--- src/hw/rtl/lgrs_pkg.sv ---
`default_nettype none

package lgrs_pkg;

  // grid geometry
  localparam int MAX_WIDTH = 64;
  localparam int WIDTH_W   = 7;

  // job queue geometry
  localparam int QDEPTH = 2;
  localparam int QPTR_W = 1;
  localparam int QCNT_W = 2;

  typedef logic [MAX_WIDTH-1:0] row_t;
  typedef logic [WIDTH_W-1:0]   width_t;

  // one queued job: the three rows around a result plus its mask and flags
  typedef struct packed {
    row_t up;
    row_t mid;
    row_t down;
    row_t mask;
    logic has_prev;
    logic last;
  } job_t;

  // live column mask for a configured width, saturating at the row width
  function automatic row_t live_mask(input width_t w);
    row_t m;
    if (int'(w) >= MAX_WIDTH) begin
      m = '1;
    end else begin
      m = (row_t'(1) << w) - row_t'(1);
    end
    return m;
  endfunction

  // one life generation (birth on three, survival on two or three)
  function automatic row_t evolve_row(input row_t up, input row_t mid,
                                      input row_t down, input row_t mask);
    row_t u;
    row_t m;
    row_t d;
    row_t res;
    logic [3:0] n;
    logic [2:0] nu;
    logic [2:0] nd;
    logic [1:0] nm;
    u = up & mask;
    m = mid & mask;
    d = down & mask;
    res = '0;
    for (int i = 0; i < MAX_WIDTH; i++) begin
      nu = {2'b00, u[i]};
      nd = {2'b00, d[i]};
      nm = 2'b00;
      if (i > 0) begin
        nu = nu + {2'b00, u[i-1]};
        nd = nd + {2'b00, d[i-1]};
        nm = nm + {1'b0, m[i-1]};
      end
      if (i < MAX_WIDTH - 1) begin
        nu = nu + {2'b00, u[i+1]};
        nd = nd + {2'b00, d[i+1]};
        nm = nm + {1'b0, m[i+1]};
      end
      n = {1'b0, nu} + {1'b0, nd} + {2'b00, nm};
      res[i] = (n == 4'd3) || ((n == 4'd2) && m[i]);
    end
    return res & mask;
  endfunction

endpackage

`default_nettype wire

--- src/hw/rtl/lgrs_front.sv ---
`default_nettype none

module lgrs_front (
  input  wire                  clk,
  input  wire                  rst,
  input  wire                  cfg_we,
  input  wire lgrs_pkg::width_t cfg_wdata,
  input  wire                  in_valid,
  output logic                 in_stall,
  input  wire lgrs_pkg::row_t  row_cells,
  input  wire                  last_row,
  output logic                 push,
  output lgrs_pkg::job_t       push_job,
  input  wire                  q_full
);

  lgrs_pkg::width_t grid_width;
  lgrs_pkg::row_t   row_above;
  lgrs_pkg::row_t   row_two_above;
  logic [1:0]       rows_seen;

  lgrs_pkg::row_t mask;
  lgrs_pkg::row_t row_m;
  logic           accept;

  // width register
  always_ff @(posedge clk) begin
    if (rst) begin
      grid_width <= lgrs_pkg::width_t'(lgrs_pkg::MAX_WIDTH);
    end else if (cfg_we) begin
      grid_width <= cfg_wdata;
    end
  end

  // classify the item and build its job
  always_comb begin
    mask     = lgrs_pkg::live_mask(grid_width);
    row_m    = row_cells & mask;
    in_stall = q_full;
    accept   = in_valid && !in_stall;
    push     = accept && ((rows_seen != 2'd0) || last_row);
    push_job.up       = rows_seen[1] ? (row_two_above & mask) : '0;
    push_job.mid      = (rows_seen != 2'd0) ? (row_above & mask) : '0;
    push_job.down     = row_m;
    push_job.mask     = mask;
    push_job.has_prev = (rows_seen != 2'd0);
    push_job.last     = last_row;
  end

  // row history, each row kept as masked on arrival
  always_ff @(posedge clk) begin
    if (rst) begin
      row_above     <= '0;
      row_two_above <= '0;
      rows_seen     <= 2'd0;
    end else if (accept) begin
      if (last_row) begin
        row_above     <= '0;
        row_two_above <= '0;
        rows_seen     <= 2'd0;
      end else begin
        row_two_above <= row_above;
        row_above     <= row_m;
        if (rows_seen != 2'd2) begin
          rows_seen <= rows_seen + 2'd1;
        end
      end
    end
  end

`ifndef SYNTHESIS
  a_seen_sat: assert property (@(posedge clk) disable iff (rst) rows_seen != 2'd3)
    else $error("row count passed two");
`endif

endmodule

`default_nettype wire

--- src/hw/rtl/lgrs_queue.sv ---
`default_nettype none

module lgrs_queue (
  input  wire                  clk,
  input  wire                  rst,
  input  wire                  push,
  input  wire lgrs_pkg::job_t  push_job,
  output logic                 full,
  input  wire                  pop,
  output lgrs_pkg::job_t       head,
  output logic                 empty
);

  lgrs_pkg::job_t                slots [lgrs_pkg::QDEPTH];
  logic [lgrs_pkg::QPTR_W-1:0]   wr_ptr;
  logic [lgrs_pkg::QPTR_W-1:0]   rd_ptr;
  logic [lgrs_pkg::QCNT_W-1:0]   count;

  // status and head
  always_comb begin
    full  = (count == lgrs_pkg::QCNT_W'(lgrs_pkg::QDEPTH));
    empty = (count == '0);
    head  = slots[rd_ptr];
  end

  // storage
  always_ff @(posedge clk) begin
    if (push) begin
      slots[wr_ptr] <= push_job;
    end
  end

  // pointers and fill count
  always_ff @(posedge clk) begin
    if (rst) begin
      wr_ptr <= '0;
      rd_ptr <= '0;
      count  <= '0;
    end else begin
      if (push) begin
        wr_ptr <= wr_ptr + 1'b1;
      end
      if (pop) begin
        rd_ptr <= rd_ptr + 1'b1;
      end
      if (push && !pop) begin
        count <= count + 1'b1;
      end else if (pop && !push) begin
        count <= count - 1'b1;
      end
    end
  end

`ifndef SYNTHESIS
  a_no_overflow: assert property (@(posedge clk) disable iff (rst) !(push && full))
    else $error("job pushed into full queue");
  a_no_underflow: assert property (@(posedge clk) disable iff (rst) !(pop && empty))
    else $error("job popped from empty queue");
`endif

endmodule

`default_nettype wire

--- src/hw/rtl/lgrs_back.sv ---
`default_nettype none

module lgrs_back (
  input  wire                  clk,
  input  wire                  rst,
  input  wire lgrs_pkg::job_t  head,
  input  wire                  empty,
  output logic                 pop,
  output logic                 out_valid,
  input  wire                  out_stall,
  output lgrs_pkg::row_t       next_cells,
  output logic                 frame_end
);

  logic           phase;
  logic           do_prev;
  logic           load;
  logic           finish;
  lgrs_pkg::row_t res_next;

  // pick the result for this cycle and evolve it
  always_comb begin
    do_prev = head.has_prev && !phase;
    load    = !empty && (!out_valid || !out_stall);
    finish  = !do_prev || !head.last;
    pop     = load && finish;
    if (do_prev) begin
      res_next = lgrs_pkg::evolve_row(head.up, head.mid, head.down, head.mask);
    end else begin
      res_next = lgrs_pkg::evolve_row(head.mid, head.down, '0, head.mask);
    end
  end

  // output register and job phase
  always_ff @(posedge clk) begin
    if (rst) begin
      out_valid <= 1'b0;
      phase     <= 1'b0;
    end else begin
      if (load) begin
        out_valid <= 1'b1;
        phase     <= !finish;
      end else if (!out_stall) begin
        out_valid <= 1'b0;
      end
    end
  end

  always_ff @(posedge clk) begin
    if (load) begin
      next_cells <= res_next;
      frame_end  <= !do_prev;
    end
  end

`ifndef SYNTHESIS
  a_phase_job: assert property (@(posedge clk) disable iff (rst)
      phase |-> (!empty && head.has_prev && head.last))
    else $error("second result pending without a two-result job");
`endif

endmodule

`default_nettype wire

--- src/hw/rtl/life_generation_row_stencil.sv ---
`default_nettype none

// channel   direction  handshake             payload
// config    in         cfg_we                cfg_wdata (grid_width)
// rows      in         in_valid / in_stall   row_cells, last_row
// results   out        out_valid / out_stall next_cells, frame_end
//
// one row item a cycle enters while in_stall is low; each result row takes
// its own turn in the evolve unit, so a last row with a row above yields
// two result rows. results leave through a registered output in the cycle
// after leaving the two-entry job queue. rst is synchronous: clears row
// history, width to 64. in_stall rises only when the job queue is full.

module life_generation_row_stencil (
  input  wire                  clk,
  input  wire                  rst,
  input  wire                  cfg_we,
  input  wire lgrs_pkg::width_t cfg_wdata,
  input  wire                  in_valid,
  output logic                 in_stall,
  input  wire lgrs_pkg::row_t  row_cells,
  input  wire                  last_row,
  output logic                 out_valid,
  input  wire                  out_stall,
  output lgrs_pkg::row_t       next_cells,
  output logic                 frame_end
);

  logic           push;
  lgrs_pkg::job_t push_job;
  logic           q_full;
  logic           pop;
  lgrs_pkg::job_t head;
  logic           q_empty;

  // row history and job build
  lgrs_front u_front (
    .clk       (clk),
    .rst       (rst),
    .cfg_we    (cfg_we),
    .cfg_wdata (cfg_wdata),
    .in_valid  (in_valid),
    .in_stall  (in_stall),
    .row_cells (row_cells),
    .last_row  (last_row),
    .push      (push),
    .push_job  (push_job),
    .q_full    (q_full)
  );

  // job queue
  lgrs_queue u_queue (
    .clk      (clk),
    .rst      (rst),
    .push     (push),
    .push_job (push_job),
    .full     (q_full),
    .pop      (pop),
    .head     (head),
    .empty    (q_empty)
  );

  // evolve unit and output register
  lgrs_back u_back (
    .clk        (clk),
    .rst        (rst),
    .head       (head),
    .empty      (q_empty),
    .pop        (pop),
    .out_valid  (out_valid),
    .out_stall  (out_stall),
    .next_cells (next_cells),
    .frame_end  (frame_end)
  );

endmodule

`default_nettype wire

--- config.mk ---
export PLATFORM = sky130hd
export DESIGN_NAME = life_generation_row_stencil
export DESIGN_NICKNAME = d
export VERILOG_FILES = /design/src/hw/rtl/lgrs_pkg.sv /design/src/hw/rtl/lgrs_front.sv /design/src/hw/rtl/lgrs_queue.sv /design/src/hw/rtl/lgrs_back.sv /design/src/hw/rtl/life_generation_row_stencil.sv
export SDC_FILE = /design/constraint.sdc
export NUM_CORES = 2
export LEC_CHECK = 0
export BUFFER_PORTS_ARGS = -buffer_cell sky130_fd_sc_hd__clkbuf_2
export CORE_MARGIN = 3
export CORE_UTILIZATION = 66
export CTS_BUF_LIST = sky130_fd_sc_hd__clkbuf_8
export CTS_CLUSTER_DIAMETER = 50
export DETAILED_ROUTE_END_ITERATION = 10
export PLACE_DENSITY = 0.9
export SYNTH_ARGS = -nofsm -noshare
export SYNTH_HDL_FRONTEND = slang
export SYNTH_SLANG_ARGS = --single-unit
--- constraint.sdc ---
create_clock -name clk -period 17.5 [get_ports clk]
set_input_delay 3.5 -clock clk [delete_from_list [all_inputs] [get_ports clk]]
set_output_delay 3.5 -clock clk [all_outputs]
set_load 0.05 [all_outputs]
---- Yosys cells after proc, flatten, opt, wreduce, memory -nomap -nowiden ----
Memories as Yosys holds them, arrays and structs flattened. A register that Yosys moved wholly into a read port is not among the register bits.
Index checks and enable logic that the tools add are counted.
storage, ports and cells
  memory bits (writable) .................. 516
  word-level logic and storage cells ...... 1966
  output and inout bits ................... 67
  bits in registers ....................... 208
  memories kept ........................... 1
  input port bits ......................... 77
operators by class
  bitwise logic cells ..................... 8
  reduce and logical (&&, ||, !) cells .... 281
  shift operators ......................... 1
  magnitude comparators ................... 1
  multiplexer cells ....................... 643
  eq/ne operators ......................... 259
  add/subtract/negate cells ............... 761
memory list
  name           depth  bits a word  rd ports  clocked after Yosys merged registers in  write ports  line              text
  u_queue.slots  2      258          1         1                                        1            lgrs_queue.sv:14  lgrs_pkg::job_t slots [lgrs_pkg::QDEPTH];
operators by type and width
  operator                 number
  $mux W3                  377
  $eq A4 B2 Y1 const B     256
  $add A3 B1 Y3            186
  $add A3 B3 Y4            128
  $add A4 B2 Y4            128
  $and A64 B64 Y64         8
  $mux W2                  254
  $mux W64                 6
  $add A1 B1 Y2            189
  $add A2 B1 Y2            124
  $logic_and A1 B1 Y1      135
  $logic_or A1 B1 Y1       131
  $shl A1 B7 Y64 const A   1
  $sub A64 B1 Y64 const B  1
  $logic_not A1 Y1         10
  $ge A7 B7 Y1 const B     1
  $mux W1                  6
  $reduce_bool A2 Y1       3
  $add A2 B1 Y2 const B    2
  $add A1 B1 Y1 const B    2
  $eq A2 B2 Y1 const B     1
  $logic_not A2 Y1         1
  $ne A2 B1 Y1 const B     1
  $ne A2 B2 Y1 const B     1
  other kinds (2)          2

---- Longest topological paths before layout ----
  word-level depth ........................ 12
  mapped depth ............................ 17
  mapped depth without buffers ............ 13

---- Cells and area by module ----
From an unflattened synthesis, not the netlist that was laid out.
unflattened totals
  cells, all modules ...................... 5028
  area total of the unflattened synthesis .. 55568.3 um^2
modules (own cells, without submodules)
  module      area an instance (um^2)  seq. area each (um^2)  instances  cells each
  lgrs_back   28243.3                  1991.9                 1          3219
  lgrs_queue  19663.9                  15595.0                1          825
  lgrs_front  7661.1                   2742.6                 1          984

---- Worst setup path before layout ----
OpenSTA, ideal clock, no wires.
  kind .................................... input to register
  start point ............................. input port last_row
  end point ............................... memory u_queue.slots[0][0] (netlist bit), enable pin
  cell stages on the path ................. 3
  library setup time ...................... 0.883 ns
  data required time ...................... 16.617 ns
  slack ................................... 1.961 ns
  arrival time ............................ 14.655 ns
  path buffers ............................ 1
  cell sequence ........................... clkbuf_1 -> o21ai_0 -> nor2_1
on the way
  longest elaborated chain between the ends .. 4
RTL lines
  item                           line                               text
  start, declared                life_generation_row_stencil.sv:22  input wire last_row,
  $logic_or A1 B1 Y1             lgrs_front.sv:41                   push = accept && ((rows_seen != 2'd0) || last_row);
  $logic_and A1 B1 Y1            lgrs_front.sv:41
  $mux W1                        lgrs_queue.sv:28                   if (push) begin
  $mux W1 (implied by the code)  lgrs_queue.sv:29                   slots[wr_ptr] <= push_job;
  end, declared                  lgrs_queue.sv:14
Every way passes these cells.

==> out/results.ini <==
[timing]
fin_crit_sh_pct = 36.1
maxSlewViolCount = 0
fmax_mhz = 158
worstMarginPinSlew_ns = 1.30
setup_viol = 0
rsz0062_at_grt = no
period_minus_slack_ns = 6.31
tns_ns = 0
hold_violations = 0
clock-skew-final_ns = 0.0406
slew_headroom_pct = 12.1

[clock_tree]
clock_path_buffers = 3
clk_latency_ns = 0.76
root_buffer = clkbuf_8
clock-sinks = 725
cts.clk_slew.worst_paths_ns = 0.07
cts_buffers = 119
cts_resized = 0
cts_tree = yes
postCtsSetupRepairBufs = 0
cts_hold_buf = 0
htree_num_levels = 3

[yosys]
synthCells = 4600
yosysWarnings = 0
synth-edff-count = 581
syn-mean-instance-area_sq_um = 12.0
synthFlopType = edfxtp_1
synthTopCellsByArea = edfxtp_1, ha_1, fa_1, dfxtp_1, inv_1
ys_seq_elements = 725
yosysUniqueCellTypes = 66
ys_seq_area_share_pct = 36.9
netlist.area_leader.share_pct = 31.7
synthArstFlopShare_pct = 0
synth_area_leader_cell = edfxtp_1
synth_fp_nets = 6058
netlist_area_sq_um = 55000

[power_and_ir_drop]
ir_drop_v = 0.000118
p_per_area_nw_per_um2 = 141
leakage_nw = 27.5
total_power_w = 0.00838

[floorplanning]
initial_core_util_pct = 66.8
fp.dieH_microns = 295
rows = 105
die-area_sq_um = 86900
core-area_sq_um = 82400
die_w_microns = 295
ios = 144

[placed_design]
dp_hpwl_mm = 90.4
gp_congestion = 0.938
io_buffers = 143

[detailed_routing]
first_pass_iters = 7
postRouteAntennaNets = 0
first_iter_violations = 3357
wl_per_cell_microns = 21.7
totalWireLength_mm = 129
drc = 0
viasPerCell = 6.28
vias = 37200

[grt]
first_global_vias = 39200
antenna_found_initial = 6
track_usage_pct = 30.0
grt_pass1_wl_mm = 206
grt_max_degree = 189
overflow = 0

[critical_path]
crit_required_ns = 18.06
criticalPathCategory = reg2reg
path_max_fanout = 99
crit_path_end_kind = register
startpoint_type = register
crit_arrival_ns = 6.87

[cells_and_area]
area_delta_synth_final_pct = 7.96
nNetsFinal = 6212
fillers = 5085
layout-drive-gt1-share_pct = 8.13

[worst_hold_path]
hp-class = reg2reg
min_from = u_front.row_above[32]

[run]
cap_viol_max_count = 0

[status]
status = finished, final reports clean

==> kinds of logic after synthesis <==
group,share of synthesized area (%)
buf+inv,4.96
xor+xnor,1.27
mux,1.42
compound gates,9.11
flops,36.9
simple gates,8.90
fa+ha+maj,37.4
==> metrics by stage <==
stage | std cells | cell area, sq um | util [%] | hold slack, ns | worst slack [ns]
2_1_floorplan | 4600 | 55000 | - | 0.431 | 1.96
3_3_place_gp | 5702 | 56900 | 69.0 | 0.448 | 10.94
3_5_place_dp | 5702 | 56900 | 69.0 | 0.454 | 10.75
4_1_cts | 5926 | 59400 | 72.1 | 0.470 | 11.26
5_1_grt | 5928 | 59400 | 72.1 | 0.497 | 10.73
6_report | 5929 | 59400 | 72.1 | 0.478 | 11.19
==> flip-flops by register name (all words and copies together), names as in the netlist, named ones only <==
name                   cells
u_front.row_two_above     64
u_queue.wr_ptr             1
u_front.row_above         64
u_back.phase               1
u_back.next_cells         64
u_queue.rd_ptr             1
u_queue.count              2
u_front.rows_seen          2
u_queue.slots            516
u_back.out_valid           1
u_front.grid_width         7
u_back.frame_end           1
==> where the power goes <==
part	internal, W	switching, W	total, W
Clock	0.000832	0.000729	0.00156
Combinational	0.00165	0.00292	0.00458
Sequential	0.00215	0.0000953	0.00225
Total	0.00464	0.00375	0.00838
==> metal layers <==
| metal | track usage [%] | share of wire, % | up-vias |
|---|---|---|---|
| met2 | 50.0 | 49 | 1790 |
| met1 | 38.3 | 38 | 18500 |
| li1 | - | - | 16600 |
| met4 | 13.8 | 4.4 | 4 |
| met3 | 5.61 | 8.7 | 380 |
| met5 | 0 | 0.028 | - |
==> synthesized netlist by cell type (78+ instances only) <==
| cell | instances |
|---|---|
| ha_1 | 941 |
| edfxtp_1 | 581 |
| inv_1 | 560 |
| fa_1 | 440 |
| nor2_1 | 276 |
| a21oi_1 | 241 |
| nor2b_1 | 157 |
| dfxtp_1 | 144 |
| a32o_1 | 134 |
| and3_1 | 120 |
| nand2_1 | 109 |
| clkbuf_1 | 107 |
| a2111oi_0 | 93 |
| mux2i_1 | 78 |
==> final timing paths <==
path,end,slack (ns),cells past startpoint
setup / recovery,u_back.next_cells[11],11.19,12
hold / removal,u_front.row_above[32],0.48,2
setup reg to reg,u_back.next_cells[11],11.19,12
hold reg to reg,u_front.row_above[32],0.48,2
==> critical path, stage by stage (launching register included) <==
cell       delay, ns
dfxtp_4         0.95
buf_4           0.96
buf_4           0.90
mux2i_1         0.27
nor2_1          0.66
ha_1            0.33
fa_1            0.41
ha_1            0.23
fa_1            0.38
xor2_1          0.15
a2111oi_0       0.43
a21oi_1         0.15
nor2_1          0.17
==> placed cells by master, fill, tap and decap left out, types with 7 or more instances in the layout <==
master,Yosys,routed
dfxtp_1,144,142
nand2b_1,7,7
o21ai_0,44,44
nand3_1,24,24
a21oi_1,241,240
inv_1,560,585
a211oi_1,62,62
a2111oi_0,93,93
buf_4,1,42
bufinv_16,0,8
inv_6,1,8
a31oi_1,38,38
a22oi_1,12,12
mux2i_1,78,78
nor2_1,276,272
clkinv_2,0,17
ha_1,941,941
and3_1,120,120
clkinv_1,0,14
nor4_1,66,66
nor3b_1,72,72
clkbuf_8,0,134
xor2_1,70,70
nor3_1,8,7
a22o_1,29,29
nor2b_1,157,157
and2_1,64,64
fa_1,440,440
clkbuf_2,0,142
clkinvlp_4,0,11
xnor2_1,10,10
nand2_1,109,108
a32o_1,134,134
edfxtp_1,581,581
==> cell type report <==
cell class                 instances  area, sq um  area share (%)
tap                             1070         1340            2.25
clock inverter                    90          683            1.15
multi-input combinational       3160        32000            53.9
clock buffer                     134         1840            3.10
inverter                         562         2110            3.56
sequential                       725        20300            34.2
timing repair buffer             186         1070            1.79
antenna                            2         5.00         0.00842
No activity file was read; power rests on OpenSTA's default activity.
